$ cat config.mk
export PLATFORM = sky130hd
export DESIGN_NAME = odometry_stream_parser
export DESIGN_NICKNAME = d
export VERILOG_FILES = /design/src/hdl/osp_pkg.sv /design/src/hdl/odometry_stream_parser.sv /design/src/hdl/osp_fifo.sv /design/src/hdl/osp_front.sv /design/src/hdl/osp_back.sv
export VERILOG_INCLUDE_DIRS = /design/src /design/src/hdl
export SDC_FILE = /design/constraint.sdc
export NUM_CORES = 1
export LEC_CHECK = 0
export BUFFER_PORTS_ARGS = -buffer_cell sky130_fd_sc_hd__buf_2
export CORE_MARGIN = 2
export CORE_UTILIZATION = 40
export CTS_BUF_LIST = sky130_fd_sc_hd__clkbuf_16
export DETAILED_ROUTE_END_ITERATION = 16
export PLACE_DENSITY = 0.61
export SLEW_MARGIN = 10
export SYNTH_ARGS = -nofsm -noshare
export SYNTH_HDL_FRONTEND = slang
export SYNTH_SLANG_ARGS = --single-unit
$ cat constraint.sdc
create_clock -name clk -period 5.12 [get_ports clk]
set_clock_uncertainty 0.05 [all_clocks]
set_input_delay 0.512 -clock clk [delete_from_list [all_inputs] [get_ports clk]]
set_output_delay 0.512 -clock clk [all_outputs]
set_load 0.005 [all_outputs]
$ cat src/hdl/odometry_stream_parser_macros.svh
// Assertion macros shared by the odometry stream parser modules.
`ifndef ODOMETRY_STREAM_PARSER_MACROS_SVH
`define ODOMETRY_STREAM_PARSER_MACROS_SVH

// Same-cycle implication, sampled on clk, off while reset is held.
`define OSP_ASSERT_NOW(label, ante, cons, msg) \
  label: assert property (@(posedge clk) disable iff (!rst_n) (ante) |-> (cons)) \
    else $error(msg);

// Next-cycle implication, sampled on clk, off while reset is held.
`define OSP_ASSERT_NEXT(label, ante, cons, msg) \
  label: assert property (@(posedge clk) disable iff (!rst_n) (ante) |=> (cons)) \
    else $error(msg);

`endif

$ cat src/hdl/osp_pkg.sv
// Package: shared types and constants of the odometry stream parser.
`timescale 1ns / 1ps
package osp_pkg;

  localparam logic [7:0] HEADER_BYTE = 8'd19;

  localparam logic [7:0] DIST_ID_RST  = 8'd19;
  localparam logic [7:0] ANGLE_ID_RST = 8'd20;
  localparam logic [7:0] BUMPS_ID_RST = 8'd7;

  // Request opcodes
  localparam logic OP_STREAM = 1'b0;
  localparam logic OP_CLEAR  = 1'b1;

  // Configuration register indexes
  localparam int unsigned CFG_IDX_W = 2;
  localparam logic [CFG_IDX_W-1:0] CFG_DIST_ID  = 2'd0;
  localparam logic [CFG_IDX_W-1:0] CFG_ANGLE_ID = 2'd1;
  localparam logic [CFG_IDX_W-1:0] CFG_BUMPS_ID = 2'd2;

  // Bumper bit positions in the bumps byte
  localparam int unsigned LEFT_BUMP_BIT  = 1;
  localparam int unsigned RIGHT_BUMP_BIT = 0;

  localparam int unsigned SUM_WIDTH_DEF  = 32;
  localparam int unsigned CMDQ_DEPTH_DEF = 4;
  localparam int unsigned OUTQ_DEPTH     = 2;

  typedef struct packed {
    logic       opcode;
    logic [7:0] stream_byte;
  } in_req_t;

  typedef struct packed {
    logic signed [31:0] distance_total;
    logic signed [31:0] angle_total;
    logic               left_bump;
    logic               right_bump;
  } out_res_t;

  // Command from the parser to the accumulator
  typedef struct packed {
    logic        is_clear;
    logic [15:0] distance;
    logic [15:0] angle;
    logic [1:0]  bumps;
    logic        bumps_seen;
  } cmd_t;

  // Queue status seen by its consumer
  typedef struct packed {
    logic full;
    logic empty;
  } q_stat_t;

endpackage

$ cat src/hdl/odometry_stream_parser.sv
// Top level of the odometry stream parser: front parser, command queue, back end.
//
//   channel | direction | handshake                 | payload
//   in      | in        | in_push / in_full         | in_req (opcode, stream_byte)
//   out     | out       | out_pop / out_empty       | out_res (totals, bumper bits)
//   cfg     | in        | cfg_valid / cfg_ready     | cfg_index, cfg_data
//
// One request is taken per cycle while in_full is low; the parser handles each byte as it is taken.
// A finished packet is written into the command queue as its last byte is taken;
// the accumulator then applies it and pushes the result into the result queue.
// in_full rises only when the command queue is full, which happens only while
// results are not popped; cfg_ready is always high.
// Synchronous active-low reset; no clearing pass, usable the cycle after reset.
`timescale 1ns / 1ps
module odometry_stream_parser #(
  parameter int unsigned SUM_WIDTH  = osp_pkg::SUM_WIDTH_DEF,
  parameter int unsigned CMDQ_DEPTH = osp_pkg::CMDQ_DEPTH_DEF
) (
  input  logic                          clk,
  input  logic                          rst_n,
  input  logic                          in_push,
  input  osp_pkg::in_req_t              in_req,
  output logic                          in_full,
  output logic                          out_empty,
  output osp_pkg::out_res_t             out_res,
  input  logic                          out_pop,
  input  logic                          cfg_valid,
  output logic                          cfg_ready,
  input  logic [osp_pkg::CFG_IDX_W-1:0] cfg_index,
  input  logic [7:0]                    cfg_data
);
  import osp_pkg::*;

  logic    req_take;
  logic    cmd_push, cmd_pop;
  cmd_t    cmd_in, cmd_out;
  q_stat_t cmdq_stat, res_stat;

  assign cfg_ready = 1'b1;
  assign in_full   = cmdq_stat.full;
  assign req_take  = in_push && !cmdq_stat.full;
  assign out_empty = res_stat.empty;

  osp_front u_front (
    .clk       (clk),
    .rst_n     (rst_n),
    .cfg_wr    (cfg_valid && cfg_ready),
    .cfg_index (cfg_index),
    .cfg_data  (cfg_data),
    .req_take  (req_take),
    .req       (in_req),
    .cmd_push  (cmd_push),
    .cmd       (cmd_in)
  );

  osp_fifo #(
    .item_t (cmd_t),
    .DEPTH  (CMDQ_DEPTH)
  ) u_cmdq (
    .clk   (clk),
    .rst_n (rst_n),
    .push  (cmd_push),
    .din   (cmd_in),
    .pop   (cmd_pop),
    .dout  (cmd_out),
    .stat  (cmdq_stat)
  );

  osp_back #(
    .SUM_WIDTH (SUM_WIDTH)
  ) u_back (
    .clk      (clk),
    .rst_n    (rst_n),
    .cmd      (cmd_out),
    .cmd_stat (cmdq_stat),
    .cmd_pop  (cmd_pop),
    .res_pop  (out_pop),
    .res      (out_res),
    .res_stat (res_stat)
  );

endmodule

$ cat src/hdl/osp_fifo.sv
// Small register queue used between the parser stages and at the result side.
`timescale 1ns / 1ps
module osp_fifo #(
  parameter type         item_t = logic,
  parameter int unsigned DEPTH  = 2
) (
  input  logic           clk,
  input  logic           rst_n,
  input  logic           push,
  input  item_t          din,
  input  logic           pop,
  output item_t          dout,
  output osp_pkg::q_stat_t stat
);
  import osp_pkg::*;

  localparam int unsigned AW = (DEPTH > 1) ? $clog2(DEPTH) : 1;
  localparam int unsigned CW = $clog2(DEPTH + 1);
  localparam logic [AW-1:0] LAST = AW'(DEPTH - 1);
  localparam logic [CW-1:0] FULL_CNT = CW'(DEPTH);

  item_t         mem [DEPTH];
  logic [AW-1:0] wr_ptr_r, wr_ptr_nxt;
  logic [AW-1:0] rd_ptr_r, rd_ptr_nxt;
  logic [CW-1:0] count_r, count_nxt;
  logic          do_push, do_pop;

  assign stat.full  = (count_r == FULL_CNT);
  assign stat.empty = (count_r == '0);
  assign do_push    = push && !stat.full;
  assign do_pop     = pop && !stat.empty;
  assign dout       = mem[rd_ptr_r];

  // Advance pointers and occupancy
  always_comb begin
    wr_ptr_nxt = wr_ptr_r;
    rd_ptr_nxt = rd_ptr_r;
    count_nxt  = count_r;
    if (do_push) begin
      wr_ptr_nxt = (wr_ptr_r == LAST) ? '0 : wr_ptr_r + 1'b1;
    end
    if (do_pop) begin
      rd_ptr_nxt = (rd_ptr_r == LAST) ? '0 : rd_ptr_r + 1'b1;
    end
    if (do_push && !do_pop) begin
      count_nxt = count_r + 1'b1;
    end else if (do_pop && !do_push) begin
      count_nxt = count_r - 1'b1;
    end
  end

  always_ff @(posedge clk) begin
    if (!rst_n) begin
      wr_ptr_r <= '0;
      rd_ptr_r <= '0;
      count_r  <= '0;
    end else begin
      wr_ptr_r <= wr_ptr_nxt;
      rd_ptr_r <= rd_ptr_nxt;
      count_r  <= count_nxt;
    end
  end

  // Store the entry
  always_ff @(posedge clk) begin
    if (do_push) begin
      mem[wr_ptr_r] <= din;
    end
  end

`include "odometry_stream_parser_macros.svh"
  `OSP_ASSERT_NOW(a_count_bound, 1'b1, count_r <= FULL_CNT, "queue count over depth")
  `OSP_ASSERT_NEXT(a_push_fills, do_push && !do_pop, !stat.empty, "queue empty after push")
  `OSP_ASSERT_NOW(a_ptrs_full, stat.full, wr_ptr_r == rd_ptr_r, "pointers apart when full")

endmodule

$ cat src/hdl/osp_front.sv
// Front end: byte parser that turns the stream into clear and packet commands.
`timescale 1ns / 1ps
module osp_front (
  input  logic                               clk,
  input  logic                               rst_n,
  input  logic                               cfg_wr,
  input  logic [osp_pkg::CFG_IDX_W-1:0]      cfg_index,
  input  logic [7:0]                         cfg_data,
  input  logic                               req_take,
  input  osp_pkg::in_req_t                   req,
  output logic                               cmd_push,
  output osp_pkg::cmd_t                      cmd
);
  import osp_pkg::*;

  localparam logic [2:0] PH_HUNT = 3'd0;
  localparam logic [2:0] PH_LEN  = 3'd1;
  localparam logic [2:0] PH_ID   = 3'd2;
  localparam logic [2:0] PH_HI   = 3'd3;
  localparam logic [2:0] PH_LO   = 3'd4;
  localparam logic [2:0] PH_BUMP = 3'd5;

  localparam logic REC_DIST  = 1'b0;
  localparam logic REC_ANGLE = 1'b1;

  logic [7:0]  dist_id_r, angle_id_r, bumps_id_r;
  logic [2:0]  phase_r, phase_nxt;
  logic [7:0]  rem_r, rem_nxt;
  logic        rec_r, rec_nxt;
  logic [7:0]  hold_r, hold_nxt;
  logic [15:0] pdist_r, pdist_nxt;
  logic [15:0] pang_r, pang_nxt;
  logic [1:0]  pbump_r, pbump_nxt;
  logic        bseen_r, bseen_nxt;
  logic        pkt_done;
  logic [7:0]  b;
  logic [7:0]  rem_dec;

  assign b       = req.stream_byte;
  assign rem_dec = rem_r - 8'd1;

  // Hold the record ID registers
  always_ff @(posedge clk) begin
    if (!rst_n) begin
      dist_id_r  <= DIST_ID_RST;
      angle_id_r <= ANGLE_ID_RST;
      bumps_id_r <= BUMPS_ID_RST;
    end else if (cfg_wr) begin
      case (cfg_index)
        CFG_DIST_ID:  dist_id_r  <= cfg_data;
        CFG_ANGLE_ID: angle_id_r <= cfg_data;
        CFG_BUMPS_ID: bumps_id_r <= cfg_data;
        default: ;
      endcase
    end
  end

  // Advance the parse on each stream byte
  always_comb begin
    phase_nxt = phase_r;
    rem_nxt   = rem_r;
    rec_nxt   = rec_r;
    hold_nxt  = hold_r;
    pdist_nxt = pdist_r;
    pang_nxt  = pang_r;
    pbump_nxt = pbump_r;
    bseen_nxt = bseen_r;
    pkt_done  = 1'b0;
    if (req_take && (req.opcode == OP_STREAM)) begin
      unique case (phase_r)
        PH_LEN: begin
          rem_nxt   = b;
          pdist_nxt = '0;
          pang_nxt  = '0;
          pbump_nxt = '0;
          bseen_nxt = 1'b0;
          if (b == 8'd0) begin
            pkt_done  = 1'b1;
            phase_nxt = PH_HUNT;
          end else begin
            phase_nxt = PH_ID;
          end
        end
        PH_ID: begin
          if (b == dist_id_r || b == angle_id_r) begin
            if (rem_r < 8'd3) begin
              phase_nxt = PH_HUNT;
            end else begin
              rec_nxt   = (b == dist_id_r) ? REC_DIST : REC_ANGLE;
              rem_nxt   = rem_dec;
              phase_nxt = PH_HI;
            end
          end else if (b == bumps_id_r) begin
            if (rem_r < 8'd2) begin
              phase_nxt = PH_HUNT;
            end else begin
              rem_nxt   = rem_dec;
              phase_nxt = PH_BUMP;
            end
          end else begin
            // Drop the packet on an unknown ID
            phase_nxt = PH_HUNT;
          end
        end
        PH_HI: begin
          hold_nxt  = b;
          rem_nxt   = rem_dec;
          phase_nxt = PH_LO;
        end
        PH_LO: begin
          if (rec_r == REC_DIST) begin
            pdist_nxt = {hold_r, b};
          end else begin
            pang_nxt = {hold_r, b};
          end
          rem_nxt   = rem_dec;
          pkt_done  = (rem_dec == 8'd0);
          phase_nxt = pkt_done ? PH_HUNT : PH_ID;
        end
        PH_BUMP: begin
          pbump_nxt = b[1:0];
          bseen_nxt = 1'b1;
          rem_nxt   = rem_dec;
          pkt_done  = (rem_dec == 8'd0);
          phase_nxt = pkt_done ? PH_HUNT : PH_ID;
        end
        default: begin
          // Hunt for the header byte
          phase_nxt = (b == HEADER_BYTE) ? PH_LEN : PH_HUNT;
        end
      endcase
    end
  end

  always_ff @(posedge clk) begin
    if (!rst_n) begin
      phase_r <= PH_HUNT;
      rem_r   <= '0;
      rec_r   <= REC_DIST;
      hold_r  <= '0;
      pdist_r <= '0;
      pang_r  <= '0;
      pbump_r <= '0;
      bseen_r <= 1'b0;
    end else begin
      phase_r <= phase_nxt;
      rem_r   <= rem_nxt;
      rec_r   <= rec_nxt;
      hold_r  <= hold_nxt;
      pdist_r <= pdist_nxt;
      pang_r  <= pang_nxt;
      pbump_r <= pbump_nxt;
      bseen_r <= bseen_nxt;
    end
  end

  // Issue a command on a clear or a finished packet
  assign cmd_push       = req_take && ((req.opcode == OP_CLEAR) || pkt_done);
  assign cmd.is_clear   = (req.opcode == OP_CLEAR);
  assign cmd.distance   = pdist_nxt;
  assign cmd.angle      = pang_nxt;
  assign cmd.bumps      = pbump_nxt;
  assign cmd.bumps_seen = bseen_nxt;

endmodule

$ cat src/hdl/osp_back.sv
// Back end: applies commands to the running totals and queues the results.
`timescale 1ns / 1ps
module osp_back #(
  parameter int unsigned SUM_WIDTH = osp_pkg::SUM_WIDTH_DEF
) (
  input  logic               clk,
  input  logic               rst_n,
  input  osp_pkg::cmd_t      cmd,
  input  osp_pkg::q_stat_t   cmd_stat,
  output logic               cmd_pop,
  input  logic               res_pop,
  output osp_pkg::out_res_t  res,
  output osp_pkg::q_stat_t   res_stat
);
  import osp_pkg::*;

  logic signed [SUM_WIDTH-1:0] dsum_r, dsum_nxt;
  logic signed [SUM_WIDTH-1:0] asum_r, asum_nxt;
  logic signed [SUM_WIDTH-1:0] dwide, awide;
  logic signed [15:0]          d16, a16;
  logic [1:0]                  bump_r, bump_nxt;
  logic                        stale_r, stale_nxt;
  logic                        go, res_push;
  out_res_t                    res_in;
  q_stat_t                     outq_stat;

  assign d16   = cmd.distance;
  assign a16   = cmd.angle;
  assign dwide = SUM_WIDTH'(d16);
  assign awide = SUM_WIDTH'(a16);

  // Take a queued command when it is a clear or the result queue has room for it
  assign go       = !cmd_stat.empty && (cmd.is_clear || !outq_stat.full);
  assign cmd_pop  = go;
  assign res_push = go && !cmd.is_clear;

  // Update the totals
  always_comb begin
    dsum_nxt  = dsum_r;
    asum_nxt  = asum_r;
    bump_nxt  = bump_r;
    stale_nxt = stale_r;
    if (go) begin
      if (cmd.is_clear) begin
        dsum_nxt  = '0;
        asum_nxt  = '0;
        stale_nxt = 1'b1;
      end else begin
        dsum_nxt  = stale_r ? dwide : dsum_r + dwide;
        asum_nxt  = stale_r ? awide : asum_r + awide;
        bump_nxt  = cmd.bumps_seen ? cmd.bumps : bump_r;
        stale_nxt = 1'b0;
      end
    end
  end

  always_ff @(posedge clk) begin
    if (!rst_n) begin
      dsum_r  <= '0;
      asum_r  <= '0;
      bump_r  <= '0;
      stale_r <= 1'b1;
    end else begin
      dsum_r  <= dsum_nxt;
      asum_r  <= asum_nxt;
      bump_r  <= bump_nxt;
      stale_r <= stale_nxt;
    end
  end

  // Build the result from the updated totals
  assign res_in.distance_total = 32'(dsum_nxt);
  assign res_in.angle_total    = 32'(asum_nxt);
  assign res_in.left_bump      = bump_nxt[LEFT_BUMP_BIT];
  assign res_in.right_bump     = bump_nxt[RIGHT_BUMP_BIT];

  osp_fifo #(
    .item_t (out_res_t),
    .DEPTH  (OUTQ_DEPTH)
  ) u_outq (
    .clk   (clk),
    .rst_n (rst_n),
    .push  (res_push),
    .din   (res_in),
    .pop   (res_pop),
    .dout  (res),
    .stat  (outq_stat)
  );

  assign res_stat = outq_stat;

`include "odometry_stream_parser_macros.svh"
  `OSP_ASSERT_NEXT(a_clear_stale, go && cmd.is_clear, stale_r, "clear left data fresh")
  `OSP_ASSERT_NEXT(a_pkt_fresh, go && !cmd.is_clear, !stale_r, "packet left data stale")
  `OSP_ASSERT_NEXT(a_clear_zero, go && cmd.is_clear, dsum_r == '0 && asum_r == '0, "clear kept totals")
  `OSP_ASSERT_NOW(a_no_push_full, res_push, !outq_stat.full, "result pushed into full queue")

endmodule
Word level (Yosys, flattened, before mapping) --
Memory sizes are Yosys's and may differ from the RTL's. A register that Yosys moved wholly into a read port is not among the register bits. Index checks and enable logic that the tools add are counted.
Operators by class: add/subtract/negate cells 11, bitwise gates (word level) 2, equal/unequal tests 18, magnitude comparators 2, mux-type cells 53, reduce and logical (&&, ||, !) cells 41
Operators with widths (count):
- $mux W32 | 6
- $add A32 B16 Y32 | 2
- $mux W16 | 4
- $pmux W16 S2 | 2
- $mux W8 | 4
- $mux W2 | 13
- $eq A8 B8 Y1 | 3
- $pmux W8 S3 | 1
- $logic_not A8 Y1 | 2
- $lt A8 B2 Y1 const B | 2
- $mux W3 | 5
- $mux W1 | 14
- $logic_and A1 B1 Y1 | 13
- $pmux W3 S4 | 1
- $eq A3 B3 Y1 const B | 3
- $logic_not A1 Y1 | 9
- $eq A2 B2 Y1 const B | 4
- $eq A8 B5 Y1 const B | 1
- $reduce_and A2 Y1 | 4
- $sub A8 B1 Y8 const B | 1
- $add A2 B1 Y2 const B | 3
- $eq A3 B2 Y1 const B | 2
- $reduce_and A5 Y1 | 1
- $logic_not A2 Y1 | 2
- other kinds (19) | 25
Word-level totals: memories kept 2, register bits 157, output and inout bits 69, word-level logic and storage cells 150, bits in writable memories 276
Memory list:
- u_cmdq.mem | words 4, width 36, read ports 1, clocked after Yosys merged registers in 1, write ports 1, RTL line osp_fifo.sv:22 | item_t mem [DEPTH];
- u_back.u_outq.mem | words 2, width 66, read ports 1, clocked after Yosys merged registers in 1, write ports 1, RTL line osp_fifo.sv:22

Logic depth before layout (Yosys ltp) --
Gate-level depths: netlist of run 1.
word-level depth 12, depth in mapped cells 15, depth with buffers taken out 15

Cells and area by module --
A second synthesis of run 1 with hierarchy kept.
Unflattened totals: cells, all modules 1773, area, all modules 21066.5 um^2
By module, submodules not included:
- osp_back | area each 6481.2 um^2, cells an instance 871, sequential area each 1341.3 um^2, instances 1
- osp_fifo (u_cmdq) | area each 5729.2 um^2, cells an instance 239, sequential area each 4504.3 um^2, instances 1
- osp_fifo (u_back.u_outq) | area each 5003.5 um^2, cells an instance 230, sequential area each 4063.9 um^2, instances 1
- osp_front | area each 3827.4 um^2, cells an instance 430, sequential area each 1581.5 um^2, instances 1
- odometry_stream_parser | area each 25.0 um^2, cells an instance 3, sequential area each 0.0 um^2, instances 1

Worst setup path before layout of run 1 --
No wires, ideal clock.
path type register -> register, start register with a tool-made name, end memory u_back.u_outq.mem[0][0] (netlist name) (enable), arrival 4.360 ns, slack 0.219 ns, stages on the path, launching flop included 7, buffers on the path 3, library setup time 0.491 ns, required time 4.579 ns, path through dfxtp_1 > buf_6 > mux4_2 > or2_1 > buf_4 > clkbuf_1 > nor2_1
RTL lines (RTL line):
- end, declared | osp_fifo.sv:22

==> summary.md, run 1 <==
| Metric | Value |
|---|---|
| Status | `finished clean` |
| Largest net degree at the start of global routing | `71` |
| Ports placed on the boundary | `93` |
| Core Rows | `82` |
| Crit start category | `flip-flop` |
| Syn_nets | `1836` |
| Clock root buffer | `clkbuf_16` |
| Total setup buffers inserted after CTS | `0` |
| Average size of a mapped cell | `11.8 um2` |
| Post-route clock period utilization | `89.9%` |
| Initial antenna violation count | `0` |
| Leading register cell type out of synthesis | `edfxtp_1` |
| Most used cells in the layout excluding fill and tap cells | `edfxtp_1 (276), dfxtp_1 (157), nand2_1 (156)` |
| Maximum clock path buffer count | `3` |
| Global placement routability congestion | `0.911` |
| Number of port buffers | `91` |
| RSZ-0062 raised after global routing | `false` |
| Global-route wire length before repair | `76100 um` |
| Crit end category | `flip-flop` |
| DR vias | `13.7k` |
| Cts hold-fix bufs | `0` |
| Clk slew on worst S/H paths | `0.06 ns` |
| Total half-perimeter wirelength after legalization and detailed placement | `32800 um` |
| Worst setup path endpoint | `u_back.u_outq.mem[0][33]$_DFFE_PP_` |
| Overall overflow remaining after global route | `0` |
| Number of DRC markers in iteration 0 | `1068` |
| Worst slew pin tran | `1.21 ns` |
| Post-route worst hold slack | `0.138 ns` |
| Detail-routed net length per standard cell | `19.1 um` |
| Area Growth Syn to Fin | `14.5%` |
| Total non-filler cell area in the finished layout | `23500 um2` |
| Share of total power in combinational logic | `38.6%` |
| Setup WS pre-CTS | `0.648 ns` |
| IR drop worst, VDD | `0.000273 V` |
| Largest driver fanout on the critical path | `14` |
| Total clock buffers created by CTS | `47` |
| Met2 Routed Length | `22900 um` |
| Number of global-route vias before repair | `13.7k` |
| Worst skew pair latency | `0.58 ns` |
| DRC violation count after routing | `0` |
| Final hold violations | `0` |
| Most common cell after layout, fill and taps aside | `edfxtp_1` |
| Clock Power Share | `26.4%` |
| Floorplan die area | `53100 um2` |
| Number of distinct library cell variants in the gate-level netlist after synthesis | `74` |
| Data arrival, critical path | `5.00 ns` |
| H-tree depth | `2` |
| Total placed instance area | `21800 um2` |
| Hold Crit Class | `input port to flip-flop` |
| Initial standard-cell utilization of the core | `40.7%` |
| Number of enable flip-flop cells after synthesis | `276` |
| CP Class | `flip-flop to flip-flop` |
| Post-synth design cell area | `20500 um2` |
| Switch share | `35.4%` |
| Yosys warning total | `0` |
| CTS tree | `built` |
| Post-CTS sizing | `0` |
| Worst r2r path cells | `11` |
| Diodes inserted | `0` |
| Cell area power density | `600 nW/um2` |
| Share of post-route cells with drive strength above 1 | `17.6%` |
| Wl on met1 | `21900 um` |
| Met3 routed WL | `2260 um` |
| Final #Nets | `1926` |
| Register area share after synthesis | `56.1%` |
| Number of slew-limit violations in the final report | `0` |
| Clock sinks | `436` |
| Register-to-register setup slack | `0.51 ns` |
| Fraction of registers with async set or reset after synthesis | `0%` |
| Highest clock frequency the design can meet | `217 MHz` |
| Core Footprint | `50400 um2` |
| Internal cell power | `9110 uW` |
| FF+latch count, synth | `436` |
| Length of the first detailed-routing pass in iterations | `7` |
| PnR Total Power | `14100 uW` |
| Post-detailed-route via-to-cell ratio | `5.42` |
| Routed wire length | `48500 um` |
| Endpoint of the lowest-slack register-to-register path | `u_back.u_outq.mem[0][33]$_DFFE_PP_` |
| Minimum clock period | `4.61 ns` |
| Antenna-violating nets left | `0` |
| Min setup slack post-route | `0.515 ns` |
| Die height | `230 um` |
| DR top layer | `met4` |
| Reported leakage power | `0.00900 uW` |
| Flop pwr share | `35.1%` |
| Max-capacitance violation count | `0` |
| Final total negative setup slack | `0 ns` |
| Fill cells | `4515` |
| Gate count of the mapped netlist | `1737` |
| Final-report setup violation count | `0` |
| Switching power | `4980 uW` |
| DIE WIDTH | `230 um` |
| WP data required | `5.51 ns` |
| Relative max-transition margin | `18.5%` |
| Total routing usage reported by global routing | `18.2%` |
-- per-layer routing --
layer | track usage (%) | vias up
met2 | 30.5 | 313
met3 | 2.99 | 82
met1 | 24.2 | 6712
li1 | - | 6642
met5 | 0 | -
met4 | 5.58 | 0
-- registers in the layout, summed over array words and instances, names as in the netlist, 2 cells and up, named ones only --
register,cells
u_back.u_outq.count_r,2
u_cmdq.wr_ptr_r,2
u_front.hold_r,8
u_front.dist_id_r,8
u_front.rem_r,8
u_front.angle_id_r,8
u_front.phase_r,3
u_cmdq.count_r,3
u_front.pdist_r,16
u_front.pang_r,16
u_front.bumps_id_r,8
u_back.dsum_r,32
u_back.u_outq.mem,132
u_front.pbump_r,2
u_cmdq.mem,144
u_back.asum_r,32
u_cmdq.rd_ptr_r,2
u_back.bump_r,2
-- worst min-delay path by stage --
stage | start | to | slack [ns] | depth (start not counted)
2_1_floorplan | u_front.bumps_id_r[3]$_SDFFE_PN0P_ | u_front.bumps_id_r[3]$_SDFFE_PN0P_ | 0.40 | 2
3_3_place_gp | u_front.bumps_id_r[4]$_SDFFE_PN0P_ | u_front.bumps_id_r[4]$_SDFFE_PN0P_ | 0.40 | 2
3_5_place_dp | u_front.bumps_id_r[5]$_SDFFE_PN0P_ | u_front.bumps_id_r[5]$_SDFFE_PN0P_ | 0.42 | 2
4_1_cts | cfg_data[0] | u_front.bumps_id_r[0]$_SDFFE_PN1P_ | 0.11 | 3
5_1_grt | cfg_data[0] | u_front.bumps_id_r[0]$_SDFFE_PN1P_ | 0.14 | 3
6_report | cfg_data[0] | u_front.bumps_id_r[0]$_SDFFE_PN1P_ | 0.14 | 3
-- per-stage QoR --
step	utilization, %	std cells
floorplan	-	1737
global placement	43.2	2450
detailed placement	43.2	2450
CTS	46.6	2538
global route	46.6	2538
finish	46.6	2538
-- critical path: stages, from the launching register on --
cell,delay (ns)
dfxtp_1,0.72
buf_4,0.26
mux4_2,0.40
buf_4,0.25
ha_1,0.38
and3_1,0.21
a2111oi_0,0.80
nand3_1,0.13
o21ai_0,0.45
nor4_1,0.09
a2111oi_0,0.53
or3_1,0.20
-- cells in the mapped netlist (all sizes together), types with 5 or more instances --
cell type  count  area (um2)
nor2         106         398
xor2          38         333
buf           21         103
a21oi        119         596
nand3         29         145
a21o          18         135
nand2        156         586
o211ai         7        52.6
inv           32         120
nor3b          7        52.6
a22oi          5        37.5
xnor2         38         333
a211oi        16         120
edfxtp       276        8290
o21ai         92         464
mux2i         35         350
nor2b          8        50.1
ha            72         901
a22o          44         385
or3           10        62.6
and3          11        68.8
o31ai         20         150
o21bai         7        52.6
nand4         10        62.6
mux2          71         800
and2          95         594
dfxtp        160        3200
mux4          36         811
nor3          26         130
a32oi          5        43.8
nor4          11        68.8
a31oi         10        62.6
nand2b        15        93.8
clkbuf        65         244
a2111oi        5        43.8
o21a           6        45.0
-- area by class of cell --
type	count	area [um2]	share of cell area, %
tap	672	841	3.58
clock buffer	48	1200	5.12
inverter	33	124	0.528
timing repair buffer	127	738	3.15
sequential	436	11500	49.0
clock inverter	40	514	2.19
multi-input combinational	1182	8560	36.5
-- power by group through the flow --
| stage | clock network (uW) | registers, uW | logic, uW |
|---|---|---|---|
| detailed placement | 0 | 5010 | 5430 |
| finish | 3720 | 4940 | 5430 |
| floorplan | 0 | 4910 | 3870 |
| global route | 3940 | 5010 | 6040 |
| global placement | 0 | 4990 | 5390 |
| CTS | 3800 | 4950 | 5460 |
-- kinds of logic (layout without fill, tap and decap cells) --
kind of cell | Yosys count | after routing | synth area share, %
xor gates and xnor gates | 76 | 76 | 3.25
AOI/OAI and AO/OA | 389 | 389 | 12.3
adders and majority gates | 75 | 75 | 4.69
other | 1 | 1 | 0.0183
DFF | 436 | 436 | 56.1
buffers and inverters | 119 | 248 | 2.30
muxes | 142 | 142 | 9.57
and+or+nand+nor | 499 | 499 | 11.9
Note: power is estimated with default switching activity, not from simulation.
==> run 2: changes to the inputs <==
--- a/config.mk
+++ b/config.mk
@@ -8,10 +8,10 @@
 export LEC_CHECK = 0
 export BUFFER_PORTS_ARGS = -buffer_cell sky130_fd_sc_hd__buf_2
 export CORE_MARGIN = 2
-export CORE_UTILIZATION = 40
+export CORE_UTILIZATION = 35
 export CTS_BUF_LIST = sky130_fd_sc_hd__clkbuf_16
 export DETAILED_ROUTE_END_ITERATION = 16
-export PLACE_DENSITY = 0.61
+export PLACE_DENSITY = 0.55
 export SLEW_MARGIN = 10
 export SYNTH_ARGS = -nofsm -noshare
 export SYNTH_HDL_FRONTEND = slang
==> summary.md, run 2 (synthesis results as in run 1) <==
| Metric | Value |
|---|---|
| Relative max-transition margin | `20.4%` |
| Total half-perimeter wirelength after legalization and detailed placement | `32000 um` |
| Post-CTS sizing | `0` |
| Highest clock frequency the design can meet | `224 MHz` |
| Status | `finished clean` |
| Fill cells | `5493` |
| Endpoint of the lowest-slack register-to-register path | `u_back.dsum_r[31]$_SDFF_PN0_` |
| Number of port buffers | `91` |
| Hold Crit Class | `input port to flip-flop` |
| Largest net degree at the start of global routing | `73` |
| Final hold violations | `0` |
| Die height | `246 um` |
| CTS tree | `built` |
| Largest reg by FF count | `u_cmdq.mem` |
| Total clock buffers created by CTS | `47` |
| Met3 routed WL | `1830 um` |
| DRC violation count after routing | `0` |
| Crit end category | `flip-flop` |
| Routed wire length | `47500 um` |
| Initial standard-cell utilization of the core | `35.5%` |
| Top Registers | `u_cmdq.mem: 144 flops, u_back.u_outq.mem: 132 flops` |
| Detail-routed net length per standard cell | `18.1 um` |
| Register-to-register setup slack | `0.65 ns` |
| Post-detailed-route via-to-cell ratio | `5.24` |
| Area Growth Syn to Fin | `13.8%` |
| Overall overflow remaining after global route | `0` |
| H-tree depth | `2` |
| DR vias | `13.7k` |
| Worst slew pin tran | `1.19 ns` |
| Ports placed on the boundary | `93` |
| DIE WIDTH | `246 um` |
| Area used by sequential logic in the layout | `11500 um2` |
| Share of post-route cells with drive strength above 1 | `17.1%` |
| Most common cell after layout, fill and taps aside | `edfxtp_1` |
| Number of DRC markers in iteration 0 | `875` |
| Minimum clock period | `4.47 ns` |
| Clock root buffer | `clkbuf_16` |
| Clock sinks | `436` |
| IR drop worst, VDD | `0.000366 V` |
| Final #Nets | `1918` |
| Placed Cells incl. Taps | `2535` |
| Core Rows | `88` |
| Antenna-violating nets left | `0` |
| CP Class | `flip-flop to flip-flop` |
| Total routing usage reported by global routing | `15.7%` |
| Diodes inserted | `0` |
| Number of global-route vias before repair | `13.9k` |
| Post-route clock period utilization | `87.3%` |
| Total setup buffers inserted after CTS | `0` |
| Total non-filler cell area in the finished layout | `23300 um2` |
| Cts hold-fix bufs | `0` |
| Floorplan die area | `60500 um2` |
| Data arrival, critical path | `4.89 ns` |
| DR top layer | `met5` |
| Post-route worst hold slack | `0.166 ns` |
| Min-Delay Endpoint | `u_front.bumps_id_r[0]$_SDFFE_PN1P_` |
| Maximum clock path buffer count | `3` |
| Crit start category | `flip-flop` |
| WP data required | `5.54 ns` |
| Largest driver fanout on the critical path | `20` |
| Final total negative setup slack | `0 ns` |
| Wl on met1 | `21700 um` |
| Reported leakage power | `0.00888 uW` |
| Post-route non-filler standard cell count | `2622` |
| Met2 Routed Length | `22900 um` |
| Final-report setup violation count | `0` |
| Max-capacitance violation count | `0` |
| Total placed instance area | `21800 um2` |
| Worst r2r path cells | `12` |
| Number of slew-limit violations in the final report | `0` |
| Clk slew on worst S/H paths | `0.06 ns` |
| Initial antenna violation count | `1` |
| Length of the first detailed-routing pass in iterations | `7` |
| Cell area power density | `581 nW/um2` |
| Global placement routability congestion | `0.874` |
| Most used cells in the layout excluding fill and tap cells | `edfxtp_1 (276), dfxtp_1 (157), nand2_1 (156)` |
| Cell depth of the worst hold path | `3` |
| Core Footprint | `57800 um2` |
| Worst skew pair latency | `0.58 ns` |
| PnR Total Power | `13600 uW` |
| Global-route wire length before repair | `75900 um` |
| RSZ-0062 raised after global routing | `false` |
| Flip-flop count of the largest register after layout | `144` |
| Worst hold path startpoint | `cfg_data[0]` |
| Total area of multi-input combinational cells | `8570 um2` |
## run 2: cell types whose count changed in the layout (fill, tap and decap cells not counted), moves of 2 or more
cell / delta
inv_1: +3
inv_6: -3
clkinvlp_4: +3
clkinv_2: +7
bufinv_16: -9
buf_4: -9
clkbuf_16: +2
clkinv_4: -4
## run 2: power by group
part	total [uW]	internal (uW)	switching (uW)	leakage, uW
clock	3280	1870	1410	0.000771
sequential	4980	4640	338	0.00395
combinational	5300	2170	3130	0.00415
## run 2: how the worst max path moves through the flow
stage	from	end	slack (ns)
2_1_floorplan	flip-flop	u_back.u_outq.mem[0][0]$_DFFE_PP_	0.22
3_3_place_gp	flip-flop	u_back.dsum_r[31]$_SDFF_PN0_	0.83
3_5_place_dp	flip-flop	u_back.dsum_r[31]$_SDFF_PN0_	0.70
4_1_cts	flip-flop	u_back.dsum_r[31]$_SDFF_PN0_	0.64
5_1_grt	flip-flop	u_back.u_outq.mem[0][30]$_DFFE_PP_	0.31
6_report	flip-flop	u_back.dsum_r[31]$_SDFF_PN0_	0.65
## run 2: cell type report
type,count,share of cell area [%]
clock buffers,50,5.36
clock inverters,37,1.02
inverters,33,0.531
multi-input cells,1182,36.7
flip-flops and latches,436,49.3
well taps,765,4.10
repair buffers,119,2.96
## run 2: critical path, cell delays in order, from the launching register on
cell and delay (ns):
dfxtp_1 0.59, buf_4 0.25, mux4_2 0.56, ha_1 0.49
nand4_1 0.26, nor4_1 0.51, o2111ai_1 0.23, a21oi_1 0.21
or4_1 0.22, a31o_1 0.16, a21oi_1 0.07, or4_4 0.54
and2_1 0.17
## run 2: per-layer routing
| metal | up-vias | GRT usage, % |
|---|---|---|
| met4 | 2 | 4.30 |
| met2 | 250 | 26.9 |
| met1 | 6764 | 20.4 |
| li1 | 6645 | - |
| met3 | 74 | 2.76 |
| met5 | - | 0 |
## run 2: per-stage QoR
stage | util [%] | worst slack [ns]
2_1_floorplan | - | 0.219
3_3_place_gp | 37.8 | 0.830
3_5_place_dp | 37.8 | 0.698
4_1_cts | 40.4 | 0.642
5_1_grt | 40.4 | 0.314
6_report | 40.4 | 0.652
==> run 3: changes to the inputs <==
--- a/config.mk
+++ b/config.mk
@@ -9,9 +9,10 @@
 export BUFFER_PORTS_ARGS = -buffer_cell sky130_fd_sc_hd__buf_2
 export CORE_MARGIN = 2
 export CORE_UTILIZATION = 35
-export CTS_BUF_LIST = sky130_fd_sc_hd__clkbuf_16
+export CTS_BUF_LIST = sky130_fd_sc_hd__clkbuf_8
+export CTS_CLUSTER_DIAMETER = 150
 export DETAILED_ROUTE_END_ITERATION = 16
-export PLACE_DENSITY = 0.55
+export PLACE_DENSITY = 0.49
 export SLEW_MARGIN = 10
 export SYNTH_ARGS = -nofsm -noshare
 export SYNTH_HDL_FRONTEND = slang
==> summary.md, run 3 (synthesis results as in run 1) <==
| Metric | Value |
|---|---|
| Hold Crit Class | `input port to flip-flop` |
| Die height | `246 um` |
| Clock sinks | `436` |
| CP Class | `flip-flop to flip-flop` |
| Floorplan die area | `60500 um2` |
| Final Util | `40.6%` |
| Total clock buffers created by CTS | `79` |
| Cell area power density | `580 nW/um2` |
| RSZ-0062 raised after global routing | `false` |
| Diodes inserted | `0` |
| Detail-routed net length per standard cell | `18.2 um` |
| Minimum clock period | `4.41 ns` |
| Cts hold-fix bufs | `0` |
| Global placement routability congestion | `0.853` |
| Post-route clock period utilization | `86.2%` |
| DR vias | `13.8k` |
| WP data required | `5.58 ns` |
| Post-CTS sizing | `0` |
| Final total negative setup slack | `0 ns` |
| Worst slew pin tran | `1.11 ns` |
| Status | `finished clean` |
| Share of post-route cells with drive strength above 1 | `18.3%` |
| Overall overflow remaining after global route | `0` |
| Total routing usage reported by global routing | `16.2%` |
| Number of slew-limit violations in the final report | `0` |
| DIE WIDTH | `246 um` |
| Clock root buffer | `clkbuf_8` |
| Final-report setup violation count | `0` |
| Maximum clock path buffer count | `3` |
| Largest reg by FF count | `u_cmdq.mem` |
| Number of DRC markers in iteration 0 | `550` |
| Global-route wire length before repair | `77100 um` |
| Setup WS pre-CTS | `0.699 ns` |
| H-tree depth | `3` |
| Crit start category | `flip-flop` |
| Initial antenna violation count | `0` |
| Reported leakage power | `0.00905 uW` |
| Data arrival, critical path | `4.87 ns` |
| Post-detailed-route via-to-cell ratio | `5.15` |
| Relative max-transition margin | `25.8%` |
| Largest driver fanout on the critical path | `18` |
| Most used cells in the layout excluding fill and tap cells | `edfxtp_1 (276), dfxtp_1 (157), nand2_1 (156)` |
| Max-capacitance violation count | `0` |
| IR drop worst, VDD | `0.000232 V` |
| Core Footprint | `57800 um2` |
| DRC violation count after routing | `0` |
| PnR Total Power | `13600 uW` |
| Length of the first detailed-routing pass in iterations | `4` |
| Routed wire length | `48800 um` |
| Initial standard-cell utilization of the core | `35.5%` |
| Min setup slack post-route | `0.707 ns` |
| Number of global-route vias before repair | `14.0k` |
| Final #Nets | `1951` |
| Number of port buffers | `91` |
| Top Registers | `u_cmdq.mem: 144 flops, u_back.u_outq.mem: 132 flops` |
| Highest clock frequency the design can meet | `227 MHz` |
| Antenna-violating nets left | `0` |
| Worst skew pair latency | `0.65 ns` |
| Clk slew on worst S/H paths | `0.06 ns` |
| Ports placed on the boundary | `93` |
| Core Rows | `88` |
| Largest net degree at the start of global routing | `67` |
| Flip-flop count of the largest register after layout | `144` |
| Most common cell after layout, fill and taps aside | `edfxtp_1` |
| Final hold violations | `0` |
| Area Growth Syn to Fin | `14.4%` |
| Total setup buffers inserted after CTS | `0` |
| Total half-perimeter wirelength after legalization and detailed placement | `31300 um` |
| Crit end category | `flip-flop` |
| CTS tree | `built` |
[run 3: layout make-up]
| class | count | area, um2 |
|---|---|---|
| Sequential cell | 436 | 11500 |
| Fill cell | 5532 | 34400 |
| Clock inverter | 59 | 380 |
| Inverter | 33 | 125 |
| Multi-Input combinational cell | 1182 | 8570 |
| Tap cell | 765 | 957 |
| Clock buffer | 89 | 1220 |
| Timing Repair Buffer | 120 | 698 |
[run 3: layer usage]
layer | global-route usage (%) | up-vias | part of all wire, %
li1 | - | 6713 | -
met1 | 20.6 | 6794 | 46
met2 | 27.5 | 235 | 48
met3 | 3.20 | 91 | 3.7
met4 | 5.10 | 0 | 2.4
met5 | 0 | - | 0
[run 3: critical path, cell delays in order, from the launching register on]
cell and delay [ns]:
dfxtp_2 0.48, mux4_2 0.78, ha_1 0.45, and2_1 0.22, and3_1 0.21, a2111oi_0 0.70
nand3_1 0.13, o21ai_0 0.42, nor4_1 0.09, a2111oi_0 0.53, or3_1 0.21
[run 3: worst paths after layout]
check                                     startpoint                                 end  slack, ns  depth (start not counted)
setup / recovery                           flip-flop  u_back.u_outq.mem[0][33]$_DFFE_PP_       0.71                         10
setup reg to reg                           flip-flop  u_back.u_outq.mem[0][33]$_DFFE_PP_       0.71                         10
hold / removal                           cfg_data[0]   u_front.dist_id_r[0]$_SDFFE_PN1P_       0.09                          3
hold reg to reg   u_front.bumps_id_r[6]$_SDFFE_PN0P_  u_front.bumps_id_r[6]$_SDFFE_PN0P_       0.42                          2
[run 3: where the power goes]
group / switching [uW] / leakage [uW] / internal [uW]
Sequential: 321 / 0.00395 / 4650
Clock: 1460 / 0.000938 / 1850
Combinational: 3160 / 0.00416 / 2170
Total: 4940 / 0.00905 / 8660
[run 3: per-stage QoR]
step	std cells	area, um2	hold slack [ns]
floorplan	1737	20500	0.398
global placement	2536	21800	0.412
detailed placement	2536	21800	0.411
CTS	2684	23400	0.0278
global route	2684	23500	0.0533
finish	2684	23500	0.0931
